--- config.mk ---
export PLATFORM = sky130hd
export DESIGN_NAME = mlp_ctrl
export DESIGN_NICKNAME = d
export VERILOG_FILES = /design/src/hw/rtl/mlp_pkg.sv /design/src/hw/rtl/mlp_ctrl.sv
export SDC_FILE = /design/constraint.sdc
export NUM_CORES = 1
export LEC_CHECK = 0
export BUFFER_PORTS_ARGS = -buffer_cell sky130_fd_sc_hd__buf_2
export CORE_MARGIN = 1
export CORE_UTILIZATION = 56
export DETAILED_ROUTE_END_ITERATION = 8
export PLACE_DENSITY = 0.83
export SYNTH_ARGS = -nofsm -noshare
export SYNTH_HDL_FRONTEND = slang
export SYNTH_SLANG_ARGS = --single-unit
--- constraint.sdc ---
create_clock -name clock -period 5.5 [get_ports clock]
set_input_delay 0.275 -clock clock [delete_from_list [all_inputs] [get_ports clock]]
set_output_delay 0.275 -clock clock [all_outputs]
set_load 0.01 [all_outputs]
--- src/hw/rtl/mlp_pkg.sv ---
// Shared types, codes and constant functions of the three-layer perceptron block.
// Depends on nothing; every other source file but the assertion header imports it.
`default_nettype none
package mlp_pkg;

   localparam int MAX_INPUTS_DEF  = 1024;
   localparam int MAX_HIDDEN1_DEF = 128;
   localparam int MAX_HIDDEN2_DEF = 64;
   localparam int MAX_OUTPUTS_DEF = 16;
   localparam int SIG_DEPTH_DEF   = 1024;

   localparam logic [1:0] MODE_WEIGHT = 2'd0;
   localparam logic [1:0] MODE_BIAS   = 2'd1;
   localparam logic [1:0] MODE_ACT    = 2'd2;

   localparam logic [1:0] LAYER_H1  = 2'd0;
   localparam logic [1:0] LAYER_H2  = 2'd1;
   localparam logic [1:0] LAYER_OUT = 2'd2;

   localparam logic [1:0] REG_INPUT_COUNT   = 2'd0;
   localparam logic [1:0] REG_HIDDEN1_COUNT = 2'd1;
   localparam logic [1:0] REG_HIDDEN2_COUNT = 2'd2;
   localparam logic [1:0] REG_OUTPUT_COUNT  = 2'd3;

   localparam logic [10:0] INPUT_COUNT_RST   = 11'd784;
   localparam logic [7:0]  HIDDEN1_COUNT_RST = 8'd128;
   localparam logic [6:0]  HIDDEN2_COUNT_RST = 7'd64;
   localparam logic [4:0]  OUTPUT_COUNT_RST  = 5'd10;

   typedef struct packed {
      logic [10:0] input_count;
      logic [7:0]  hidden1_count;
      logic [6:0]  hidden2_count;
      logic [4:0]  output_count;
   } cfg_type;

   typedef struct packed {
      logic       rd;
      logic       first;
      logic       last;
      logic [1:0] layer;
      logic       publish;
   } cmd_type;

   typedef struct packed {
      logic busy;
      logic rsp_busy;
   } status_type;

   function automatic int max2(input int a, input int b);
      return (a > b) ? a : b;
   endfunction

   function automatic int clog2_min1(input int x);
      return (x > 1) ? $clog2(x) : 1;
   endfunction

   function automatic int clamp_count(input int v, input int max_v);
      int r;
      r = v;
      if (v < 1) r = 1;
      else if (v > max_v) r = max_v;
      return r;
   endfunction

   function automatic logic [63:0] udiv64(input logic [63:0] n, input logic [63:0] d);
      logic [63:0] q;
      logic [64:0] r;
      q = '0;
      r = '0;
      for (int b = 63; b >= 0; b--) begin
         r = {r[63:0], n[b]};
         if (r >= {1'b0, d}) begin
            r = r - {1'b0, d};
            q[b] = 1'b1;
         end
      end
      return q;
   endfunction

   function automatic logic [63:0] exp_neg_q31(input logic [31:0] a);
      logic [63:0] y, y2, y3, y4, e;
      y  = {32'd0, a} << 11;
      y2 = (y * y) >> 31;
      y3 = (y2 * y) >> 31;
      y4 = (y3 * y) >> 31;
      e  = (64'd1 << 31) + (y2 >> 1) + y4 / 64'd24 - y - y3 / 64'd6;
      for (int n = 0; n < 8; n++) begin
         e = (e * e) >> 31;
      end
      return e;
   endfunction

   function automatic logic [15:0] sigmoid_entry(input int k, input int depth);
      logic [63:0] cq, e, den, s;
      int xq, a;
      cq  = udiv64(64'(2 * k + 1) * 64'd32768, 64'(depth));
      xq  = int'(cq[31:0]) - 32768;
      a   = (xq < 0) ? -xq : xq;
      e   = exp_neg_q31(32'(a));
      den = (64'd1 << 31) + e;
      if (xq >= 0) s = udiv64((64'd1 << 47) + (den >> 1), den);
      else s = udiv64((e << 16) + (den >> 1), den);
      if (s > 64'd65535) s = 64'd65535;
      return s[15:0];
   endfunction

endpackage
`default_nettype wire

--- src/hw/rtl/mlp_ctrl.sv ---
// Controller: sequences the three layers neuron by neuron and issues one MAC a cycle.
// Uses mlp_pkg; drives mlp_datapath through cmd_type and reads status_type.
`default_nettype none
module mlp_ctrl
   import mlp_pkg::*;
#(
   parameter int MAX_INPUTS  = MAX_INPUTS_DEF,
   parameter int MAX_HIDDEN1 = MAX_HIDDEN1_DEF,
   parameter int MAX_HIDDEN2 = MAX_HIDDEN2_DEF,
   parameter int MAX_OUTPUTS = MAX_OUTPUTS_DEF,
   localparam int W1_DEPTH = MAX_INPUTS * MAX_HIDDEN1,
   localparam int W2_DEPTH = MAX_HIDDEN1 * MAX_HIDDEN2,
   localparam int W3_DEPTH = MAX_HIDDEN2 * MAX_OUTPUTS,
   localparam int FANIN    = max2(max2(MAX_INPUTS, MAX_HIDDEN1), MAX_HIDDEN2),
   localparam int CNT_W    = $clog2(max2(FANIN, MAX_OUTPUTS) + 1),
   localparam int WA_W     = max2(clog2_min1(max2(max2(W1_DEPTH, W2_DEPTH), W3_DEPTH)), CNT_W)
) (
   input  wire logic             clock,
   input  wire logic             reset,
   input  wire cfg_type          cfg,
   input  wire logic             req_valid,
   output logic                  req_ready,
   input  wire logic [1:0]       req_mode,
   input  wire logic             req_last,
   input  wire status_type       status,
   output cmd_type               cmd,
   output logic [CNT_W-1:0]      cmd_i,
   output logic [CNT_W-1:0]      cmd_j,
   output logic [WA_W-1:0]       cmd_wa
);

   localparam logic [1:0] ST_IDLE    = 2'd0;
   localparam logic [1:0] ST_MAC     = 2'd1;
   localparam logic [1:0] ST_DRAIN   = 2'd2;
   localparam logic [1:0] ST_PUBLISH = 2'd3;

   logic [1:0]       state_ff, state_in;
   logic [1:0]       layer_ff, layer_in;
   logic [CNT_W-1:0] i_ff, i_in, j_ff, j_in;
   logic [WA_W-1:0]  wa_ff, wa_in;
   logic [CNT_W-1:0] ni, nh1, nh2, no, n_prev, n_next;
   logic             start, i_last, j_last;

   assign ni  = CNT_W'(clamp_count(int'(cfg.input_count), MAX_INPUTS));
   assign nh1 = CNT_W'(clamp_count(int'(cfg.hidden1_count), MAX_HIDDEN1));
   assign nh2 = CNT_W'(clamp_count(int'(cfg.hidden2_count), MAX_HIDDEN2));
   assign no  = CNT_W'(clamp_count(int'(cfg.output_count), MAX_OUTPUTS));

   always_comb begin
      case (layer_ff)
         LAYER_H1: begin
            n_prev = ni;
            n_next = nh1;
         end
         LAYER_H2: begin
            n_prev = nh1;
            n_next = nh2;
         end
         default: begin
            n_prev = nh2;
            n_next = no;
         end
      endcase
   end

   assign req_ready = (state_ff == ST_IDLE);
   assign start     = req_valid && req_ready && (req_mode == MODE_ACT) && req_last;
   assign i_last    = (i_ff == n_prev - CNT_W'(1));
   assign j_last    = (j_ff == n_next - CNT_W'(1));

   always_comb begin
      state_in = state_ff;
      layer_in = layer_ff;
      i_in     = i_ff;
      j_in     = j_ff;
      wa_in    = wa_ff;
      unique case (state_ff)
         ST_IDLE: begin
            if (start) begin
               state_in = ST_MAC;
               layer_in = LAYER_H1;
               i_in     = '0;
               j_in     = '0;
               wa_in    = '0;
            end
         end
         ST_MAC: begin
            if (i_last) begin
               i_in = '0;
               if (j_last) begin
                  state_in = ST_DRAIN;
               end else begin
                  j_in  = j_ff + CNT_W'(1);
                  wa_in = WA_W'(j_ff) + WA_W'(1);
               end
            end else begin
               i_in  = i_ff + CNT_W'(1);
               wa_in = wa_ff + WA_W'(n_next);
            end
         end
         ST_DRAIN: begin
            if (!status.busy) begin
               if (layer_ff == LAYER_OUT) begin
                  state_in = ST_PUBLISH;
               end else begin
                  state_in = ST_MAC;
                  layer_in = layer_ff + 2'd1;
                  i_in     = '0;
                  j_in     = '0;
                  wa_in    = '0;
               end
            end
         end
         ST_PUBLISH: begin
            if (!status.rsp_busy) state_in = ST_IDLE;
         end
         default: state_in = ST_IDLE;
      endcase
   end

   always_ff @(posedge clock) begin
      if (reset) begin
         state_ff <= ST_IDLE;
         layer_ff <= LAYER_H1;
         i_ff     <= '0;
         j_ff     <= '0;
         wa_ff    <= '0;
      end else begin
         state_ff <= state_in;
         layer_ff <= layer_in;
         i_ff     <= i_in;
         j_ff     <= j_in;
         wa_ff    <= wa_in;
      end
   end

   assign cmd.rd      = (state_ff == ST_MAC);
   assign cmd.first   = (i_ff == '0);
   assign cmd.last    = i_last;
   assign cmd.layer   = layer_ff;
   assign cmd.publish = (state_ff == ST_PUBLISH) && !status.rsp_busy;
   assign cmd_i       = i_ff;
   assign cmd_j       = j_ff;
   assign cmd_wa      = wa_ff;

endmodule
`default_nettype wire

==> impl_metrics.csv <==
group,metric,value,unit
worst_setup_path,r2r_slack,0.44,ns
clock_network,cts_hold_buf,0,
pwr,p_comb_share,21.5,%
timing,finalCriticalPeriod,5.06,ns
final_layout,layout_commonest_cell,"buf_2",
global_route,grt_max_degree,20,
drt,wl_met1,4940,um
logic_synthesis,yosys_warnings,0,
final_layout,fin_util,67.5,%
timing,fin_setup_tns,0,ns
pwr,p_leak,1.84,nW
drt,wl_met2,4970,um
clock_network,post_cts_resized,0,
logic_synthesis,async_flop_share,0,%
clock_network,clkTransAtPathRegs,0.08,ns
drt,wl_per_cell,17.1,um
global_route,grt_pass1_vias,3863,
logic_synthesis,syn_area,3880,um^2
drt,route.vias.total,4285,
logic_synthesis,netlist.area_leader.share,22.2,%
drt,wl_met3,1010,um
timing,setup_viol,0,
timing,tightestPinTransition,0.901,ns
worst_setup_path,crit_path_max_fanout,17,
placement,pre_cts_slack,0.508,ns
drt,drc,0,
logic_synthesis,synth_edf_count,0,
logic_synthesis,syn_avg_cell_area,7.63,um^2
die,dieWidth,85.3,um
die,die_h,85.3,um
outcome,status,"completed",
clock_network,clk_latency,0.30,ns
drt,drt_first_pass_iters,7,
clock_network,post-cts-setup-buffer-count,0,
final_layout,area_delta_synth_final,13.5,%
final_layout,nFillCells,574,
logic_synthesis,syn_nets,565,
hold_path,hp-class,"in -> reg",
timing,slew_viol_final,0,
clock_network,numClockSinks,43,
die,coreArea,6530,um^2
final_layout,num_antenna_cells,0,
clock_network,cts_root_buf,"clkbuf_8",
die,start_util,59.4,%
drt,routed_wl,11200,um
timing,worst_slack,0.440,ns
placement,globalplace.congestion,0.926,
die,io_pins,85,
timing,relSlewSlack,40.0,%
global_route,grt_antenna_before_repair,0,
pwr,clockPowerShare,29.9,%
global_route,grt_pass1_wl,18100,um
timing,fin_skew,0.00436,ns
logic_synthesis,synth_top_area_cell,"dfxtp_1",
logic_synthesis,synth_flop_cell,"dfxtp_1",
final_layout,drive_gt1_share,19.3,%
pwr,peakVddDrop,111,uV
drt,top_layer_used,"met4",
pwr,seq_power_share,48.6,%
logic_synthesis,synthTopCellsByArea,"dfxtp_1 22%, xnor2_1 7.2%, ha_1 5.2%",
timing,finalHoldViolations,0,
worst_setup_path,critPathLaunchType,"flip-flop",
logic_synthesis,synth-seq-cells,43,
drt,viasPerCell,6.53,
final_layout,final_cell_mix,"84 x buf_2, 43 x dfxtp_1, 40 x nor2_1",
placement,dpl.hpwl,8530,um
pwr,p_int,0.000455,W
logic_synthesis,ys_seq_area_share,22.2,%
worst_setup_path,crit_arrival,5.28,ns
pwr,p_per_area,148,nW/um^2
pwr,swShare,30.1,%
drt,drtIter0Drc,383,
drt,ant_nets,0,
pwr,p_switching,0.000196,W
die,dieArea,7270,um^2
clock_network,cts_buffers,5,
logic_synthesis,synth_cell_type_count,71,
timing,post-route-period-util,92.0,%
final_layout,num-nets-final,636,
logic_synthesis,synthCells,509,
global_route,grt_overflow,0,
clock_network,cts_tree,"done",
clock_network,cts-htree-levels,2,
worst_setup_path,endpoint_kind,"flip-flop",
worst_setup_path,required,5.72,ns
clock_network,cts_buffer_depth,2,
worst_setup_path,crit_type,"reg -> reg",
placement,io_buffer_count,84,
die,rows,29,
job,maxCapViolations,0,
global_route,grt_use_total,30.7,%
timing,max_clock_freq,0.198,GHz
timing,grt_setup_unrepaired,"no",
## worst paths after layout
check / start / end / cells after the start
worst min-delay path: status[0] / state_ff[1]$_SDFFE_PP0P_ / 4
worst min register to register: cmd_wa[12]$_SDFFE_PP0P_ / cmd_wa[12]$_SDFFE_PP0P_ / 1
worst max register to register: layer_ff[0]$_SDFFE_PP0P_ / cmd_wa[16]$_SDFFE_PP0P_ / 14
worst max-delay path: layer_ff[0]$_SDFFE_PP0P_ / cmd_wa[16]$_SDFFE_PP0P_ / 14
## synth_stat cells (3+ instances only)
| library cell | number |
|---|---|
| a211oi_1 | 6 |
| a21boi_0 | 5 |
| a21o_1 | 7 |
| a21oi_1 | 22 |
| a222oi_1 | 12 |
| a22o_1 | 4 |
| a22oi_1 | 5 |
| a31o_2 | 3 |
| a31oi_1 | 15 |
| a41oi_1 | 3 |
| and2_1 | 4 |
| and3_1 | 12 |
| and3b_1 | 4 |
| and4_1 | 3 |
| clkbuf_1 | 22 |
| dfxtp_1 | 43 |
| ha_1 | 16 |
| inv_1 | 32 |
| mux2i_1 | 4 |
| nand2_1 | 31 |
| nand2b_1 | 6 |
| nand3_1 | 19 |
| nand3b_1 | 6 |
| nand4_1 | 7 |
| nand4b_1 | 3 |
| nor2_1 | 40 |
| nor2b_1 | 7 |
| nor3_1 | 10 |
| nor4_1 | 10 |
| o211ai_1 | 6 |
| o21a_1 | 4 |
| o21ai_0 | 34 |
| o2bb2ai_1 | 5 |
| o31a_1 | 3 |
| or2_2 | 7 |
| or3_1 | 7 |
| xnor2_1 | 32 |
| xor2_1 | 11 |
## area by class of cell
type	instances	area (um^2)	share of cell area, %
inverter	32	120	2.73
multi-input combinational	410	2800	63.6
tap	77	96.3	2.19
sequential	43	861	19.5
timing repair buffer	88	450	10.2
clock buffer	5	68.8	1.56
clock inverter	1	7.51	0.170
## power by group through the flow
stage / Combinational, W / Clock [W] / Sequential, W
floorplan: 0.0000905 / 0 / 0.000323
global placement: 0.000134 / 0 / 0.000323
detailed placement: 0.000135 / 0 / 0.000324
CTS: 0.000136 / 0.000199 / 0.000316
global route: 0.000152 / 0.000209 / 0.000317
finish: 0.000140 / 0.000195 / 0.000316
## layer usage
metal	vias up	track usage, %
li1	2053	-
met2	212	49.9
met4	0	11.7
met5	-	0
met3	28	4.28
met1	1992	41.5
## sequential cells by signal (all words and copies together) (netlist names)
signal / count
cmd_j: 11
cmd_wa: 17
cmd_i: 11
state_ff: 2
layer_ff: 2
## cells by family after synthesis
| kind of cell | after synthesis | synth area share [%] |
|---|---|---|
| flip-flops | 43 | 22.2 |
| adder cells (fa/ha/maj) | 17 | 5.67 |
| multiplexers | 6 | 1.61 |
| buffers and inverters | 56 | 5.71 |
| AND/OR/NAND/NOR | 184 | 25.5 |
| XOR/XNOR | 43 | 9.70 |
| AO/OA/AOI/OAI | 160 | 29.6 |
## critical path, stage by stage (launching register included)
cell       delay [ns]
dfxtp_1          0.38
inv_1            0.09
ha_1             0.40
nor2b_1          0.32
a222oi_1         0.57
ha_1             0.29
inv_1            0.05
a2111oi_1        0.62
nand3_1          0.23
nor4_1           0.31
nand3_1          0.18
a2111oi_4        0.60
or3b_4           0.49
a21o_1           0.26
a31oi_1          0.19
## metrics by stage
step                hold WS (ns)  area (um^2)  total power (W)  cells
finish                     0.345         4410         0.000651    656
global route               0.409         4410         0.000678    656
CTS                        0.345         4400         0.000652    656
detailed placement         0.473         4330         0.000459    650
global placement           0.451         4330         0.000458    650
floorplan                  0.481         3880         0.000414    509
(Power assumes the default switching activity.)
